--- config.mk ---
export PLATFORM = sky130hd
export DESIGN_NAME = fm_ssg_note_command_register_writer_top
export DESIGN_NICKNAME = d
export VERILOG_FILES = /design/src/rtl/core/fssg_pkg.sv /design/src/rtl/core/fssg_decode.sv /design/src/rtl/core/fm_ssg_note_command_register_writer_top.sv
export VERILOG_INCLUDE_DIRS = /design/src /design/src/rtl/core
export SDC_FILE = /design/constraint.sdc
export NUM_CORES = 1
export LEC_CHECK = 0
export BUFFER_PORTS_ARGS = -buffer_cell sky130_fd_sc_hd__clkbuf_2
export CORE_MARGIN = 10
export CORE_UTILIZATION = 30
export CTS_CLUSTER_DIAMETER = 50
export DETAILED_ROUTE_END_ITERATION = 7
export GPL_ROUTABILITY_DRIVEN = 0
export PLACE_DENSITY = 0.42
export SYNTH_ARGS = -nofsm -noshare
export SYNTH_HDL_FRONTEND = slang
export SYNTH_HIERARCHICAL = 1
export SYNTH_SLANG_ARGS = --single-unit
--- constraint.sdc ---
create_clock -name clk -period 6.4 [get_ports clk]
set_clock_uncertainty 0.05 [all_clocks]
set_input_delay 0 -clock clk [delete_from_list [all_inputs] [get_ports clk]]
set_output_delay 0 -clock clk [all_outputs]
set_load 0.03 [all_outputs]
--- src/rtl/core/fm_ssg_note_command_register_writer_top_assert.svh ---
// Assertion macros for the note command register writer.
`ifndef FM_SSG_NOTE_COMMAND_REGISTER_WRITER_TOP_ASSERT_SVH
`define FM_SSG_NOTE_COMMAND_REGISTER_WRITER_TOP_ASSERT_SVH

// Same-cycle implication, checked out of reset.
`define FSSG_ASSERT_NOW(lbl, ante, cons, msg) \
  lbl: assert property (@(posedge clk) disable iff (!rst_n) (ante) |-> (cons)) \
    else $error(msg);

// Next-cycle implication, checked out of reset.
`define FSSG_ASSERT_NEXT(lbl, ante, cons, msg) \
  lbl: assert property (@(posedge clk) disable iff (!rst_n) (ante) |=> (cons)) \
    else $error(msg);

`endif

--- src/rtl/core/fssg_pkg.sv ---
// Shared types, command codes, register addresses and pitch tables.
package fssg_pkg;

  localparam logic [3:0] CMD_INIT       = 4'd0;
  localparam logic [3:0] CMD_NOTE_ON    = 4'd1;
  localparam logic [3:0] CMD_NOTE_OFF   = 4'd2;
  localparam logic [3:0] CMD_PITCH      = 4'd3;
  localparam logic [3:0] CMD_VOLUME     = 4'd4;
  localparam logic [3:0] CMD_ENVELOPE   = 4'd5;
  localparam logic [3:0] CMD_TONE_NOISE = 4'd6;
  localparam logic [3:0] CMD_TIMBRE     = 4'd7;
  localparam logic [3:0] CMD_OP_LEVEL   = 4'd8;

  localparam logic [7:0] ADDR_MIX       = 8'h07;
  localparam logic [7:0] ADDR_KEY       = 8'h28;
  localparam logic [7:0] ADDR_FNUM_HI   = 8'hA4;
  localparam logic [7:0] ADDR_FNUM_LO   = 8'hA0;
  localparam logic [7:0] ADDR_TL        = 8'h40;
  localparam logic [7:0] ADDR_VOL       = 8'h08;
  localparam logic [7:0] ADDR_ENV_SHAPE = 8'h0D;
  localparam logic [7:0] ADDR_ENV_LO    = 8'h0B;
  localparam logic [7:0] ADDR_ENV_HI    = 8'h0C;

  localparam logic [5:0] MIX_ALL_OFF    = 6'h3F;
  localparam logic [7:0] VOL_ENV_MODE   = 8'h10;
  localparam logic [3:0] SHAPE_HOLD_A   = 4'd9;
  localparam logic [3:0] SHAPE_HOLD_B   = 4'd15;
  localparam logic [3:0] KEY_MAX        = 4'd11;

  typedef struct packed {
    logic [3:0]  cmd;
    logic [2:0]  channel;
    logic [2:0]  octave;
    logic [3:0]  note_key;
    logic [3:0]  level;
    logic [3:0]  env_shape;
    logic [15:0] env_period;
    logic [1:0]  mix_mode;
    logic [2:0]  algorithm;
    logic [3:0]  operator_mask;
    logic [1:0]  operator_index;
    logic [6:0]  total_level;
  } cmd_t;

  typedef struct packed {
    logic [5:0]            mixing_mask;
    logic [2:0][5:0]       voice_select;
    logic [2:0]            env_active;
    logic [3:0]            shape_held;
    logic [2:0]            timbre_present;
    logic [2:0][2:0]       timbre_alg;
    logic [2:0][3:0]       timbre_ops;
    logic [2:0][3:0][6:0]  op_levels;
  } state_t;

  typedef struct packed {
    logic [2:0]      n;
    logic [3:0][7:0] addr;
    logic [3:0][7:0] data;
  } wr_burst_t;

  function automatic logic [10:0] fm_fnum(input logic [3:0] key);
    logic [10:0] v;
    case (key)
      4'd0:    v = 11'd617;
      4'd1:    v = 11'd654;
      4'd2:    v = 11'd693;
      4'd3:    v = 11'd734;
      4'd4:    v = 11'd778;
      4'd5:    v = 11'd824;
      4'd6:    v = 11'd873;
      4'd7:    v = 11'd925;
      4'd8:    v = 11'd980;
      4'd9:    v = 11'd1038;
      4'd10:   v = 11'd1100;
      4'd11:   v = 11'd1165;
      default: v = 11'd0;
    endcase
    return v;
  endfunction

  function automatic logic [12:0] ssg_period(input logic [3:0] key);
    logic [12:0] v;
    case (key)
      4'd0:    v = 13'd7645;
      4'd1:    v = 13'd7215;
      4'd2:    v = 13'd6810;
      4'd3:    v = 13'd6428;
      4'd4:    v = 13'd6067;
      4'd5:    v = 13'd5727;
      4'd6:    v = 13'd5405;
      4'd7:    v = 13'd5102;
      4'd8:    v = 13'd4816;
      4'd9:    v = 13'd4545;
      4'd10:   v = 13'd4290;
      4'd11:   v = 13'd4050;
      default: v = 13'd0;
    endcase
    return v;
  endfunction

  // Register offset of operator 1..4 (index 0..3).
  function automatic logic [7:0] op_slot(input logic [1:0] opi);
    logic [7:0] v;
    case (opi)
      2'd0:    v = 8'h00;
      2'd1:    v = 8'h08;
      2'd2:    v = 8'h04;
      default: v = 8'h0C;
    endcase
    return v;
  endfunction

endpackage

--- src/rtl/core/fssg_decode.sv ---
// Command decode: register write burst and next state for one command.
module fssg_decode (
  input  fssg_pkg::cmd_t    cmd,
  input  fssg_pkg::state_t  st,
  output fssg_pkg::wr_burst_t wr,
  output fssg_pkg::state_t  st_nxt
);
  import fssg_pkg::*;

  logic            is_fm;
  logic            is_ssg;
  logic [1:0]      f;
  logic [1:0]      s;
  logic [10:0]     fnum;
  logic [12:0]     p0;
  logic [12:0]     q;
  logic [12:0]     p_rnd;
  logic [12:0]     per;
  logic [2:0]      sh;
  logic [3:0]      inv_lvl;
  logic [5:0]      att;
  logic [3:0][6:0] row;
  logic [3:0][6:0] vol_tl;
  logic [2:0]      alg;
  logic [7:0]      tl_base;
  logic [5:0]      mm_on;
  logic [5:0]      mm_off;

  assign is_fm  = (cmd.channel <= 3'd2);
  assign is_ssg = (cmd.channel >= 3'd3) && (cmd.channel <= 3'd5);
  assign f      = is_fm ? cmd.channel[1:0] : 2'd0;
  assign s      = is_ssg ? 2'(cmd.channel - 3'd3) : 2'd0;

  assign fnum  = fm_fnum(cmd.note_key);
  assign p0    = ssg_period(cmd.note_key);
  assign sh    = cmd.octave - 3'd1;
  assign q     = p0 >> sh;
  assign p_rnd = {1'b0, q[12:1]} + {12'd0, q[0]};
  assign per   = (cmd.octave == 3'd0) ? p0 : p_rnd;

  assign inv_lvl = 4'd15 - cmd.level;
  assign att     = {1'b0, inv_lvl, 1'b0} + {2'b00, inv_lvl};
  assign row     = st.op_levels[f];
  assign alg     = st.timbre_alg[f];
  assign tl_base = ADDR_TL + {6'd0, f};

  always_comb begin
    for (int k = 0; k < 4; k++) begin
      vol_tl[k] = row[k] + {1'b0, att};
    end
  end

  assign mm_on  = st.mixing_mask & ~st.voice_select[s];
  assign mm_off = st.mixing_mask | st.voice_select[s];

  always_comb begin
    wr     = '0;
    st_nxt = st;
    case (cmd.cmd)
      CMD_INIT: begin
        st_nxt.mixing_mask = MIX_ALL_OFF;
        wr.n       = 3'd1;
        wr.addr[0] = ADDR_MIX;
        wr.data[0] = {2'b00, MIX_ALL_OFF};
      end
      CMD_NOTE_ON: begin
        if (is_fm) begin
          if (st.timbre_present[f]) begin
            wr.n       = 3'd1;
            wr.addr[0] = ADDR_KEY;
            wr.data[0] = {st.timbre_ops[f], 2'b00, f};
          end
        end else if (is_ssg) begin
          st_nxt.mixing_mask = mm_on;
          wr.n       = 3'd1;
          wr.addr[0] = ADDR_MIX;
          wr.data[0] = {2'b00, mm_on};
          if (st.env_active[s] &&
              (st.shape_held == SHAPE_HOLD_A || st.shape_held == SHAPE_HOLD_B)) begin
            wr.n       = 3'd2;
            wr.addr[1] = ADDR_ENV_SHAPE;
            wr.data[1] = {4'd0, st.shape_held};
          end
        end
      end
      CMD_NOTE_OFF: begin
        if (is_fm) begin
          wr.n       = 3'd1;
          wr.addr[0] = ADDR_KEY;
          wr.data[0] = {6'd0, f};
        end else if (is_ssg) begin
          st_nxt.mixing_mask = mm_off;
          wr.n       = 3'd1;
          wr.addr[0] = ADDR_MIX;
          wr.data[0] = {2'b00, mm_off};
        end
      end
      CMD_PITCH: begin
        if (cmd.note_key <= KEY_MAX) begin
          if (is_fm) begin
            wr.n       = 3'd2;
            wr.addr[0] = ADDR_FNUM_HI + {6'd0, f};
            wr.data[0] = {2'b00, cmd.octave, fnum[10:8]};
            wr.addr[1] = ADDR_FNUM_LO + {6'd0, f};
            wr.data[1] = fnum[7:0];
          end else if (is_ssg) begin
            wr.n       = 3'd2;
            wr.addr[0] = {5'd0, s, 1'b0};
            wr.data[0] = per[7:0];
            wr.addr[1] = {5'd0, s, 1'b1};
            wr.data[1] = {4'd0, per[11:8]};
          end
        end
      end
      CMD_VOLUME: begin
        if (is_fm) begin
          if (st.timbre_present[f]) begin
            // carriers in order op4, op2, op3, op1
            wr.addr[0] = tl_base + op_slot(2'd3);
            wr.data[0] = {1'b0, vol_tl[3]};
            wr.addr[1] = tl_base + op_slot(2'd1);
            wr.data[1] = {1'b0, vol_tl[1]};
            wr.addr[2] = tl_base + op_slot(2'd2);
            wr.data[2] = {1'b0, vol_tl[2]};
            wr.addr[3] = tl_base + op_slot(2'd0);
            wr.data[3] = {1'b0, vol_tl[0]};
            wr.n = 3'd1 + {2'd0, alg >= 3'd4} + {2'd0, alg >= 3'd5}
                 + {2'd0, alg == 3'd7};
          end
        end else if (is_ssg) begin
          st_nxt.env_active[s] = 1'b0;
          wr.n       = 3'd1;
          wr.addr[0] = ADDR_VOL + {6'd0, s};
          wr.data[0] = {4'd0, cmd.level};
        end
      end
      CMD_ENVELOPE: begin
        if (is_ssg) begin
          st_nxt.env_active[s] = 1'b1;
          st_nxt.shape_held    = cmd.env_shape;
          wr.n       = 3'd4;
          wr.addr[0] = ADDR_VOL + {6'd0, s};
          wr.data[0] = VOL_ENV_MODE;
          wr.addr[1] = ADDR_ENV_SHAPE;
          wr.data[1] = {4'd0, cmd.env_shape};
          wr.addr[2] = ADDR_ENV_LO;
          wr.data[2] = cmd.env_period[7:0];
          wr.addr[3] = ADDR_ENV_HI;
          wr.data[3] = cmd.env_period[15:8];
        end
      end
      CMD_TONE_NOISE: begin
        if (is_ssg) begin
          case (cmd.mix_mode)
            2'd0:    st_nxt.voice_select[s] = 6'd1 << s;
            2'd1:    st_nxt.voice_select[s] = 6'd8 << s;
            2'd2:    st_nxt.voice_select[s] = 6'd9 << s;
            default: st_nxt.voice_select[s] = st.voice_select[s];
          endcase
        end
      end
      CMD_TIMBRE: begin
        if (is_fm) begin
          st_nxt.timbre_alg[f]     = cmd.algorithm;
          st_nxt.timbre_ops[f]     = cmd.operator_mask;
          st_nxt.timbre_present[f] = 1'b1;
        end
      end
      CMD_OP_LEVEL: begin
        if (is_fm) begin
          st_nxt.op_levels[f][cmd.operator_index] = cmd.total_level;
          wr.n       = 3'd1;
          wr.addr[0] = tl_base + op_slot(cmd.operator_index);
          wr.data[0] = {1'b0, cmd.total_level};
        end
      end
      default: begin
        wr = '0;
      end
    endcase
  end

endmodule

--- src/rtl/core/fm_ssg_note_command_register_writer_top.sv ---
// Top level: music command in, sound chip register write words out.
//
//  channel  | direction | handshake            | word
//  in_      | input     | in_valid / in_ready   | one command
//  out_     | output    | out_valid / out_ready | one register write (addr, data)
//
// A command is held in an input register, decoded combinationally into a burst of
// zero to four writes, and loaded into a four-deep write shift register.
// Writes leave one per cycle while out_ready is high. The next command is taken
// while the current burst drains; it is decoded the cycle the last write of the
// burst is taken. Reset is synchronous, active low, and restores all channel
// state. Output stalls hold the burst and back up input.
module fm_ssg_note_command_register_writer_top (
  input  logic        clk,
  input  logic        rst_n,
  input  logic        in_valid,
  output logic        in_ready,
  input  logic [3:0]  in_cmd,
  input  logic [2:0]  in_channel,
  input  logic [2:0]  in_octave,
  input  logic [3:0]  in_note_key,
  input  logic [3:0]  in_level,
  input  logic [3:0]  in_env_shape,
  input  logic [15:0] in_env_period,
  input  logic [1:0]  in_mix_mode,
  input  logic [2:0]  in_algorithm,
  input  logic [3:0]  in_operator_mask,
  input  logic [1:0]  in_operator_index,
  input  logic [6:0]  in_total_level,
  output logic        out_valid,
  input  logic        out_ready,
  output logic [7:0]  out_reg_addr,
  output logic [7:0]  out_reg_data,
  output logic        out_last_write
);
  import fssg_pkg::*;

  cmd_t            in_r;
  logic            in_vld_r;
  state_t          st_r;
  state_t          st_nxt;
  wr_burst_t       wr;
  logic [3:0][7:0] addr_r;
  logic [3:0][7:0] data_r;
  logic [2:0]      cnt_r;
  logic            out_take;
  logic            buf_free;
  logic            advance;

  fssg_decode u_decode (
    .cmd    (in_r),
    .st     (st_r),
    .wr     (wr),
    .st_nxt (st_nxt)
  );

  assign out_valid      = (cnt_r != 3'd0);
  assign out_reg_addr   = addr_r[0];
  assign out_reg_data   = data_r[0];
  assign out_last_write = (cnt_r == 3'd1);
  assign out_take       = out_valid && out_ready;
  assign buf_free       = !out_valid || (out_take && out_last_write);
  assign advance        = in_vld_r && buf_free;
  assign in_ready       = !in_vld_r || advance;

  always_ff @(posedge clk) begin
    if (!rst_n) begin
      in_vld_r                <= 1'b0;
      cnt_r                   <= 3'd0;
      st_r.mixing_mask        <= MIX_ALL_OFF;
      st_r.voice_select[0]    <= 6'd1;
      st_r.voice_select[1]    <= 6'd2;
      st_r.voice_select[2]    <= 6'd4;
      st_r.env_active         <= '0;
      st_r.shape_held         <= '0;
      st_r.timbre_present     <= '0;
      st_r.timbre_alg         <= '0;
      st_r.timbre_ops         <= '0;
      st_r.op_levels          <= '0;
    end else begin
      if (in_valid && in_ready) begin
        in_vld_r <= 1'b1;
        in_r     <= '{cmd: in_cmd, channel: in_channel, octave: in_octave,
                      note_key: in_note_key, level: in_level,
                      env_shape: in_env_shape, env_period: in_env_period,
                      mix_mode: in_mix_mode, algorithm: in_algorithm,
                      operator_mask: in_operator_mask,
                      operator_index: in_operator_index,
                      total_level: in_total_level};
      end else if (advance) begin
        in_vld_r <= 1'b0;
      end

      if (advance) begin
        st_r   <= st_nxt;
        cnt_r  <= wr.n;
        addr_r <= wr.addr;
        data_r <= wr.data;
      end else if (out_take) begin
        cnt_r  <= cnt_r - 3'd1;
        addr_r <= {8'h00, addr_r[3], addr_r[2], addr_r[1]};
        data_r <= {8'h00, data_r[3], data_r[2], data_r[1]};
      end
    end
  end

`include "fm_ssg_note_command_register_writer_top_assert.svh"

  `FSSG_ASSERT_NOW(a_cnt_range, 1'b1, cnt_r <= 3'd4, "write count out of range")
  `FSSG_ASSERT_NEXT(a_burst_cont, out_take && !out_last_write, out_valid,
                    "burst ended before its last word")
  `FSSG_ASSERT_NEXT(a_in_held, in_valid && in_ready, in_vld_r,
                    "accepted command not held")

endmodule
== After elaboration in Yosys (flattened, before gate mapping) ==
Memory sizes are Yosys's and may differ from the RTL's. A register that Yosys moved wholly into a read port is not among the register bits.
Index checks and enable logic that the tools add are counted.

* Add/subtract/negate cells: 21
* $mul: 0
* Divide/modulo/power cells: 0
* Order comparisons: 12
* Equal/unequal tests: 23
* Shift-type cells: 4
* Muxes and demuxes: 107
* Bitwise operators: 7
* Reduce and logical (&&, ||, !) cells: 31

{| class="wikitable"
|+ Operator list
! operator !! number
|-
| 2-to-1 mux 67 bit || 2
|-
| 2-to-1 mux 32 bit || 4
|-
| case mux 8 bit (7 select lines) || 2
|-
| 2-to-1 mux 8 bit || 13
|-
| 2-to-1 mux 16 bit || 6
|-
| bitwise mux 84 bit || 1
|-
| bitwise mux 18 bit || 4
|-
| case mux 16 bit (2 select lines) || 2
|-
| case mux 8 bit (4 select lines) || 2
|-
| binary-select mux 28 bit (select 2 bit) || 1
|-
| demux 28 bit (select 2 bit) || 1
|-
| 2-to-1 mux 28 bit || 2
|-
| case mux 18 bit (3 select lines) || 1
|-
| 2-to-1 mux 24 bit || 2
|-
| 2-to-1 mux 6 bit || 8
|-
| 2-to-1 mux 3 bit || 11
|-
| adder 7 x 6 -> 7 bit || 4
|-
| 2-to-1 mux 4 bit || 7
|-
| 2-to-1 mux 12 bit || 2
|-
| 2-to-1 mux 7 bit || 3
|-
| case mux 3 bit (7 select lines) || 1
|-
| case mux 6 bit (3 select lines) || 1
|-
| adder 8 x 2 -> 8 bit (first input constant) || 2
|-
| adder 8 x 4 -> 8 bit (second input constant) || 2
|-
| other kinds (65) || 121
|}

* Register bits after elaboration: 263
* Latch bits: 0
* RAM bits: 0
* Memory bits (read-only): 384
* Input bits: 60
* Output and inout bits: 19
* Logic and storage cells: 254
* Memories kept: 2

{| class="wikitable"
|+ Memories
! name !! depth !! bits a word !! read ports !! clocked after memory_dff !! wr ports !! line !! text
|-
| (no name shown) || 16 || 13 || 1 || 1 || 0 || fssg_pkg.sv:84 || <nowiki>case (key)</nowiki>
|-
| (no name shown) || 16 || 11 || 1 || 1 || 0 || fssg_pkg.sv:64 || <nowiki>case (key)</nowiki>
|}

== Longest topological paths before layout ==
Gate-level depths: netlist of run 1.

* Depth after elaboration: 12
* Mapped depth: 23
* Gate-level depth less buffers: 18

== By module ==
The synthesis of run 1 kept the hierarchy.

{| class="wikitable"
|+ By module, submodules not included
! module !! times used !! cells each !! area each (µm²) !! sequential area each (µm²)
|-
| fm_ssg_note_command_register_writer_top || 1 || 881 || 9982.1 || 6466.2
|-
| fssg_decode || 1 || 986 || 6586.3 || 0.0
|}

== Worst setup path after synthesis of run 1 ==
OpenSTA, ideal clock, no wires.

* Path kind: register to register
* Start point: register in_r[49] (netlist bit)
* End point: register data_r, in the netlist out_reg_data[6], data pin
* Setup time: 0.260 ns
* Arrival time: 4.416 ns
* Required time: 6.090 ns
* Slack: 1.674 ns
* Stages on the path, launching flop included: 24
* Buffers on the path: 5
* Period minus slack after synthesis: 4.726 ns
* Cell sequence: edfxtp_1 clkbuf_1 inv_1 clkbuf_1 clkbuf_1 ha_1 nand2b_1 nor2b_1 nand2_1 clkbuf_1 clkbuf_1 a21oi_1 nor3_1 ha_1 fa_1 a21oi_1 nor2_1 nor2_1 o21bai_1 a21oi_1 xnor2_1 o221ai_1 a31o_2 mux2_2

{| class="wikitable"
|+ RTL lines
! item !! line !! text
|-
| from (decl) || fm_ssg_note_command_register_writer_top.sv:38 || <nowiki>cmd_t in_r;</nowiki>
|-
| from (signal assigned) || fm_ssg_note_command_register_writer_top.sv:83 || <nowiki>in_r <= '{cmd: in_cmd, channel: in_channel, octave: in_octave,</nowiki>
|-
| to (signal assigned) || fm_ssg_note_command_register_writer_top.sv:98 || <nowiki>data_r <= wr.data;</nowiki>
|-
| to (signal assigned) || fm_ssg_note_command_register_writer_top.sv:102 || <nowiki>data_r <= {8'h00, data_r[3], data_r[2], data_r[1]};</nowiki>
|-
| to (decl) || fm_ssg_note_command_register_writer_top.sv:44 || <nowiki>logic [3:0][7:0] data_r;</nowiki>
|}

==> impl_metrics.yaml, run 1 <==
status:
  status: "complete, no violations"
timing:
  setup_viol: 0
  hold_viol: 0
  fin_crit_sh_pct: 74.6
  hold_ws_ns: 0.0941
  max_freq_ghz: 0.209
  max-slew-margin-rel_pct: 22.0
  rsz0062_at_grt: "false"
  fin_crit_ns: 4.78
  timing.setup.tns_ns: 0
  worstMarginPinSlew_ns: 1.17
  slew_violations: 0
logic_synthesis:
  ys.flop_type: "dfxtp_1"
  synth_area_sq_um: 16600
  synth.distinct_cells: 87
  muxShareOfSynthArea_pct: 11.9
  synth-compound-area-share_pct: 21.0
  synth_fa_ha_area_share_pct: 4.15
  ys_ff_latch: 263
  synth_seq_area_share_pct: 39.0
  synth_top_cell_by_area: "edfxtp_1"
  synth_xor_area_share_pct: 1.69
  async_reset_ff_share_pct: 0
  yosysWarnings: 6
  syn_inst: 1867
  synth_edf_count: 120
  synth_top_family_by_area: "compound AO/OA/AOI/OAI gates"
  ys_top_cells_by_count: "216 x a21oi_1, 213 x o21ai_0, 161 x nand3_1"
  synth.most_common_cell: "a21oi_1"
  synthDominantCellAreaShare_pct: 21.7
  synthSimpleGateAreaFrac_pct: 15.9
  syn_avg_cell_area_sq_um: 8.87
  synthTopCellsByArea: "edfxtp_1 22%, dfxtp_1 17%, mux2_2 10%, a21oi_1 6.5%, o21ai_0 6.4%"
floorplanning:
  fp.dieW_um: 255
  core_sq_um: 54900
  boundaryPins: 79
  initial_core_util_pct: 30.2
  rows: 86
  dieArea_sq_um: 65000
  die_y_um: 255
setup_path:
  cp_slowest_cell: "a21oi_2"
  cp_cell_sequence: "ha_1 -> nand2_1 -> a21oi_2 -> nor2_1 -> nor3_1 -> ha_1 -> a21o_1 -> a21oi_1 -> o21bai_1 -> a21oi_1 -> xnor2_1 -> a211oi_1 -> o21ai_0 -> mux2_2"
  cp-start-kind: "flip-flop"
  rr_startpoint: "in_r[50]$_DFFE_PP_"
  max_stage_delay_ns: 0.81
  critPathLaunch: "in_r[50]$_DFFE_PP_"
  critPathCaptureType: "flip-flop"
  endpoint: "out_reg_data[5]$_DFFE_PP_"
  r2r_slack_ns: 1.62
  path_class: "flip-flop to flip-flop"
  r2r_cells: 14
  path_max_fanout: 18
  cp_data_required_time_ns: 6.68
  critical_path_arrival_ns: 5.05
  r2r-end: "out_reg_data[5]$_DFFE_PP_"
route:
  drt-pass1-iter-count: 5
  met1Wirelength_um: 26300
  antenna_left: 0
  drt-initial-drc-count: 1216
  dr.max_layer_used: "met4"
  drc: 0
  wl_met2_um: 27300
  via_count: 14600
  wl_per_cell_um: 22.0
  drt-vias-per-instance: 5.51
  wl_met3_um: 3320
  wl_um: 58500
power:
  p_leak_uw: 0.00731
  power_density_nw_per_um2: 312
  total_power_uw: 6040
  vdd_drop_max_mv: 0.253
clocking:
  clock_latency_ns: 0.58
  clk_pin_slew_ns: 0.06
  cts-hold-fix-buffers: 59
  cts_made_buffers: 42
  cts-root-buf: "clkbuf_16"
  cts_resized: 0
  cts_max_path_buffers: 3
  cts_setup_buffers: 0
  htree_num_levels: 2
  cts.sinks: 263
  cts_tree: "built"
min_path:
  whs_path_depth: 2
  hold_class: "input port to flip-flop"
placed_design:
  io_buffers: 78
  hpwlAfterDp_um: 38700
global_routing:
  track_usage_pct: 17.7
  grt_pass1_vias: 14300
  grt_first_pass_wirelength_um: 89800
  grt_max_degree: 107
  antenna_found_initial: 0
  grt_overflow: 0
cells_and_area:
  fillerInstances: 5640
  drive_gt1_share_pct: 19.4
  fin_nets: 2028
  utilization_pct: 35.2
  n_antenna_cell: 0
  layout-area-overhead-vs-synth_pct: 16.7
run:
  maxCapViolations: 0
==> critical path, delay by kind of cell, from the launching register on <==
kind	cells	cell delay [ns]
flops	1	0.71
compound gates	7	2.09
simple gates	3	0.62
fa+ha+maj	2	0.65
mux	1	0.29
xor+xnor	1	0.11
==> layout make-up <==
cell class / instances / area [sq um] / share of cell area, %
Inverter: 47 / 179 / 0.925
Multi-Input combinational cell: 1389 / 9120 / 47.1
Clock inverter: 19 / 214 / 1.11
Tap cell: 704 / 881 / 4.56
Clock buffer: 59 / 1230 / 6.35
Sequential cell: 263 / 6470 / 33.4
Timing Repair Buffer: 173 / 1250 / 6.47
==> cells by family after synthesis <==
family | Yosys count
AND/OR/NAND/NOR | 537
adder cells (fa/ha/maj) | 52
XOR/XNOR | 32
AO/OA/AOI/OAI | 589
buffers and inverters | 222
other | 1
multiplexers | 171
flip-flops | 263
==> cells in the final DEF (no fill, tap or decap), types with 43 or more instances in the layout <==
cell type	Yosys	final
inv_1	43	43
a21oi_1	216	215
ha_1	47	47
dlygate4sd3_1	0	59
nand3_1	161	161
nor2_1	112	111
edfxtp_1	120	120
dfxtp_1	143	143
clkbuf_16	0	45
o21ai_0	213	213
clkbuf_2	0	78
nand2_1	111	110
mux2_2	150	150
==> per-layer routing <==
layer / global-route usage [%] / vias to the layer above
li1: - / 6957
met1: 23.5 / 7140
met2: 29.0 / 423
met5: 0 / -
met3: 2.79 / 93
met4: 5.54 / 0
==> how the worst min path moves through the flow <==
stage | slack, ns | to | start
after floorplan | 0.05 | in_r[0]$_DFFE_PP_ | in_total_level[0]
after CTS | 0.06 | in_r[1]$_DFFE_PP_ | in_total_level[1]
after detailed placement | 0.13 | in_r[6]$_DFFE_PP_ | in_total_level[6]
after global placement | 0.13 | in_r[27]$_DFFE_PP_ | in_env_period[9]
after global routing | 0.08 | in_r[53]$_DFFE_PP_ | in_cmd[1]
final | 0.09 | in_r[53]$_DFFE_PP_ | in_cmd[1]
==> through the flow <==
stage / setup slack [ns] / instance area [sq um] / std cells
after detailed placement: 1.64 / 17300 / 2517
after CTS: 1.64 / 19300 / 2654
after floorplan: 1.67 / 16600 / 1874
after global placement: 1.78 / 17300 / 2517
after global routing: 1.32 / 19300 / 2654
final: 1.62 / 19300 / 2654
==> power by group <==
| group | internal, uW | leakage, uW | total, uW | switching [uW] |
|---|---|---|---|---|
| sequential | 1950 | 0.00228 | 2050 | 100 |
| combinational | 452 | 0.00433 | 1640 | 1190 |
| clock | 1470 | 0.000705 | 2340 | 865 |
==> flip-flops by register name (all words and copies together) (netlist names) <==
signal and count:
in_r 56, out_reg_addr 8, addr_r 24, in_vld_r 1, cnt_r 3, out_reg_data 8
st_r 139, data_r 24
Power figures use the tool's default switching activity.
==> run 2: changes to the inputs <==
Clock period 6.4 ns to 4.5 ns, I/O delays scaled along.
==> run 2 against run 1 <==
  * Worst setup slack got worse by 1.3 ns
  * Clock power increased by 49%
  * Register-to-register slack got worse by 1.3 ns
  * Clock-buffer cell count decreased by 2
  * Fmax increased by 14%
  * Non-clock buffer count increased by 29
  * Combinational power increased by 47%
  * Critical endpoint is now data_r[9]$_DFFE_PP_
==> impl_metrics.yaml, run 2 (synthesis results as in run 1) <==
status:
  status: "complete, no violations"
global_routing:
  grt_first_pass_wirelength_um: 89800
  track_usage_pct: 17.9
  grt_overflow: 0
  grt_max_degree: 158
  grt_pass1_vias: 14200
  antenna_found_initial: 2
timing:
  fin_crit_sh_pct: 93.3
  max_freq_ghz: 0.238
  hold_viol: 0
  setup_viol: 0
  rsz0062_at_grt: "false"
  max-slew-margin-rel_pct: 21.4
  fin_crit_ns: 4.20
  slew_violations: 0
  worstMarginPinSlew_ns: 1.17
  timing.setup.tns_ns: 0
power:
  vdd_drop_max_mv: 0.322
  p_leak_uw: 0.00748
  power_density_nw_per_um2: 449
  total_power_uw: 8820
clocking:
  htree_num_levels: 2
  clock_latency_ns: 0.57
  cts.sinks: 263
  cts-root-buf: "clkbuf_16"
  cts_max_path_buffers: 3
  cts_setup_buffers: 0
  cts_tree: "built"
  clk_pin_slew_ns: 0.05
  cts_made_buffers: 44
route:
  drc: 0
  via_count: 14700
  wl_um: 59100
  drt-pass1-iter-count: 7
  antenna_left: 0
  drt-vias-per-instance: 5.47
  wl_per_cell_um: 22.0
  drt-initial-drc-count: 1313
placed_design:
  io_buffers: 78
  hpwlAfterDp_um: 38900
cells_and_area:
  regMostFlops: "st_r"
  top_regs: "st_r x139, in_r x56"
  fin_nets: 2059
  layout-area-overhead-vs-synth_pct: 18.6
  mostFrequentLayoutCell: "a21oi_1"
  largest_reg_flops: 139
  n_antenna_cell: 0
  layout_common_cells: "215 x a21oi_1, 213 x o21ai_0, 161 x nand3_1"
  drive_gt1_share_pct: 20.6
setup_path:
  path_class: "flip-flop to flip-flop"
  critical_path_arrival_ns: 4.46
  cp_data_required_time_ns: 4.76
  critPathLaunch: "in_r[43]$_DFFE_PP_"
  r2r_slack_ns: 0.30
  critPathCaptureType: "flip-flop"
  cp-start-kind: "flip-flop"
  r2r-end: "data_r[9]$_DFFE_PP_"
  r2r_cells: 12
  rr_startpoint: "in_r[43]$_DFFE_PP_"
  path_max_fanout: 10
min_path:
  min_to: "in_r[0]$_DFFE_PP_"
  min_from: "in_total_level[0]"
  hold_class: "input port to flip-flop"
  whs_path_depth: 2
floorplanning:
  boundaryPins: 79
  fp.dieW_um: 255
  rows: 86
  dieArea_sq_um: 65000
  initial_core_util_pct: 30.2
  die_y_um: 255
  core_sq_um: 54900
run:
  maxCapViolations: 0
run 2: changes by cell type in the layout (fill, tap and decap cells not counted), sizes merged:
cell and change:
clkinvlp +2, inv +1, clkinv -1, buf +29
bufinv +2, clkbuf -2
run 2: per-layer routing:
metal	wire (um)	vias up	share of wire, %	GRT usage (%)
li1	-	7018	-	-
met2	27200	420	46	28.6
met4	1620	0	2.7	5.73
met5	0	-	0	0
met3	3010	91	5.1	2.67
met1	27300	7149	46	24.2
run 2: layout make-up:
type	count	area, sq um
Tap cell	704	881
Sequential cell	263	6470
Timing Repair Buffer	202	1490
Clock inverter	23	288
Clock buffer	57	1220
Fill cell	5606	35200
Inverter	47	179
Multi-Input combinational cell	1389	9130
run 2: worst max-delay path by stage:
stage / to / slack [ns]
2_1_floorplan: out_reg_data[6]$_DFFE_PP_ / 0.04
3_3_place_gp: data_r[9]$_DFFE_PP_ / 0.40
3_5_place_dp: data_r[9]$_DFFE_PP_ / 0.36
4_1_cts: data_r[9]$_DFFE_PP_ / 0.33
5_1_grt: data_r[9]$_DFFE_PP_ / 0.03
6_report: data_r[9]$_DFFE_PP_ / 0.30
run 2: critical path: stages, from the launching register on:
cell and delay (ns):
edfxtp_1 0.55, inv_1 0.18, ha_1 0.44, mux2_4 0.32, o21ba_1 0.17, mux4_2 0.51, a21oi_1 0.17, ha_1 0.19
o211ai_1 0.17, or4b_4 0.56, o311ai_1 0.25, nand3b_1 0.11, mux2_2 0.26
run 2: what timing repair did:
action,4_1_cts,5_1_grt
gates resized for setup,0,1
hold buffers,59,0
hold endpoints to repair,72,0
setup endpoints to repair,0,1
run 2: metrics by stage:
step	std cells	utilization (%)	hold WS (ns)	worst slack, ns	instance area [sq um]
2_1_floorplan	1874	-	0.0489	0.0421	16600
3_3_place_gp	2546	32.0	0.128	0.398	17500
6_report	2685	35.8	0.0894	0.303	19700
3_5_place_dp	2546	32.0	0.129	0.356	17500
4_1_cts	2685	35.8	0.0537	0.327	19600
5_1_grt	2685	35.8	0.0807	0.0320	19700
run 2: report_power, final:
part           switching (uW)  total [uW]  leakage, uW  internal, uW
Combinational            1720        2410      0.00448           685
Clock                    1270        3490     0.000726          2220
Sequential                145        2930      0.00228          2780
Total                    3130        8820      0.00748          5680
==> run 3: changes to the inputs <==
--- a/config.mk
+++ b/config.mk
@@ -9,4 +9,5 @@
 export BUFFER_PORTS_ARGS = -buffer_cell sky130_fd_sc_hd__clkbuf_2
+export CAP_MARGIN = 0
 export CORE_MARGIN = 10
-export CORE_UTILIZATION = 30
+export CORE_UTILIZATION = 60
 export CTS_CLUSTER_DIAMETER = 50
@@ -14,3 +15,3 @@
 export GPL_ROUTABILITY_DRIVEN = 0
-export PLACE_DENSITY = 0.42
+export PLACE_DENSITY = 0.75
 export SYNTH_ARGS = -nofsm -noshare
--- a/constraint.sdc
+++ b/constraint.sdc
@@ -4,2 +4,2 @@
 set_output_delay 0 -clock clk [all_outputs]
-set_load 0.03 [all_outputs]
+set_load 0.1 [all_outputs]
==> run 3 against run 2 <==
  * The flow now finishes with violations (DRC)
  * Cell area fell by 4.7%
  * Cell count fell by 15%
  * Global-route usage increased by 10 points
  * Die area down 47%
  * Worst setup slack got worse by 0.11 ns
  * Critical endpoint is now out_reg_data[1]$_DFFE_PP_
  * Wire length is 16% lower
  * Clock power down 14%
  * Worst hold slack improved by 0.058 ns
  * Fmax down 2.5%
  * Largest power group unchanged
  * Highest routed layer unchanged
  * Via count is 3.0% higher
  * Sequential power about the same
==> impl_metrics.yaml, run 3 (synthesis results as in run 1) <==
global_routing:
  antenna_found_initial: 0
  grt_max_degree: 108
  grt_pass1_vias: 14100
  track_usage_pct: 28.0
  grt_overflow: 0
  grt_first_pass_wirelength_um: 77900
floorplanning:
  boundaryPins: 79
  rows: 60
  initial_core_util_pct: 61.3
  dieArea_sq_um: 34700
  die_y_um: 186
  fp.dieW_um: 186
  core_sq_um: 27000
route:
  wl_um: 49700
  antenna_left: 0
  via_count: 15100
  drt-pass1-iter-count: 8
  drt-vias-per-instance: 6.63
  wl_per_cell_um: 21.8
  drc: 21
  drt-initial-drc-count: 2452
setup_path:
  path_max_fanout: 10
  r2r_slack_ns: 0.19
  critical_path_arrival_ns: 4.51
  cp-start-kind: "flip-flop"
  critical_path.top_delay_family: "compound AO/OA/AOI/OAI gates"
  path_class: "flip-flop to flip-flop"
  critPathCaptureType: "flip-flop"
  critPathBufInv: 1
  cp_slowest_cell: "edfxtp_1"
  cp_cell_sequence: "inv_1 -> ha_1 -> nor2_1 -> o31ai_1 -> a221oi_1 -> nand2_1 -> o21ai_0 -> ha_1 -> ha_1 -> nand2_1 -> nand2_1 -> a221oi_1 -> o2111ai_1 -> mux2_2"
  cp_data_required_time_ns: 4.71
  max_stage_delay_ns: 0.54
clocking:
  cts_max_path_buffers: 3
  clock_latency_ns: 0.52
  cts-root-buf: "clkbuf_16"
  clk_pin_slew_ns: 0.06
  cts.sinks: 263
  htree_num_levels: 2
  cts_tree: "built"
  cts_resized: 0
  cts_made_buffers: 35
timing:
  worstMarginPinSlew_ns: 1.21
  slew_violations: 0
  fin_crit_sh_pct: 95.7
  hold_viol: 0
  timing.setup.tns_ns: 0
  setup_viol: 0
  fin_crit_ns: 4.31
  max-slew-margin-rel_pct: 19.2
  hold_ws_ns: 0.147
  rsz0062_at_grt: "false"
  max_freq_ghz: 0.232
cells_and_area:
  largest_reg_flops: 139
  top_regs: "st_r x139, in_r x56"
  drive_gt1_share_pct: 19.0
  regMostFlops: "st_r"
  layout-area-overhead-vs-synth_pct: 13.1
  fin_nets: 2025
  mostFrequentLayoutCell: "a21oi_1"
  layout_common_cells: "215 x a21oi_1, 212 x o21ai_0, 161 x nand3_1"
  n_antenna_cell: 0
run:
  maxCapViolations: 0
status:
  violations: "DRC"
  status: "finished with violations"
placed_design:
  hpwlAfterDp_um: 31800
  io_buffers: 78
min_path:
  hold_class: "input port to flip-flop"
power:
  power_density_nw_per_um2: 449
  p_leak_uw: 0.00722
  vdd_drop_max_mv: 0.338
## run 3: cell types whose count changed in the layout (fill, tap and decap cells not counted), moves of 2 or more
cell       previous run  this run
buf_4                63        39
clkbuf_1              8         6
clkbuf_16            46        38
clkbuf_8              3         1
clkinv_1              5         3
clkinv_2              3         0
clkinv_4              3         1
## run 3: final timing paths
kind / startpoint / endpoint / cells after the start
setup / recovery: in_r[43]$_DFFE_PP_ / out_reg_data[1]$_DFFE_PP_ / 14
hold / removal: in_env_shape[0] / in_r[34]$_DFFE_PP_ / 2
setup reg to reg: in_r[43]$_DFFE_PP_ / out_reg_data[1]$_DFFE_PP_ / 14
hold reg to reg: st_r[67]$_SDFFE_PN0N_ / st_r[67]$_SDFFE_PN0N_ / 2
## run 3: cell type report
class	instances	area, sq um
clock inverters	16	260
flip-flops and latches	263	6470
multi-input cells	1389	9120
fillers	2076	8290
inverters	47	179
well taps	341	427
clock buffers	45	987
repair buffers	177	1290
## run 3: power breakdown
group          total [uW]  switching (uW)  internal [uW]  leakage (uW)
Sequential           2920             146           2780       0.00228
Combinational        2490            1840            652       0.00435
Clock                3000            1090           1910      0.000593
Total                8410            3080           5340       0.00722
## run 3: timing repair
action	4_1_cts	5_1_grt
hold endpoints to repair	68	0
hold buffers	59	0
buffers inserted	0	0
## run 3: per-stage QoR
step	std cells	power (uW)	cell area [sq um]	setup WS (ns)	util, %
after CTS	2278	8380	18700	0.334	69.3
final	2278	8410	18700	0.195	69.3
after global placement	2158	5330	16900	0.502	62.5
after global routing	2278	8720	18700	0.115	69.3
after floorplan	1874	4820	16600	0.0421	-
after detailed placement	2158	5350	16900	0.363	62.5
## run 3: worst register-to-register path, cell delays in order (launching register included)
cell and delay [ns]:
edfxtp_1 0.54, inv_1 0.17, ha_1 0.49, nor2_1 0.14, o31ai_1 0.54, a221oi_1 0.23, nand2_1 0.10, o21ai_0 0.09
ha_1 0.25, ha_1 0.29, nand2_1 0.06, nand2_1 0.07, a221oi_1 0.42, o2111ai_1 0.27, mux2_2 0.34
## run 3: layer usage
metal | vias to the layer above | wire, um | track usage (%)
li1 | 6915 | - | -
met1 | 7151 | 19600 | 36.4
met2 | 892 | 22900 | 44.7
met3 | 154 | 4860 | 4.87
met4 | 0 | 2330 | 13.1
met5 | - | 0 | 0
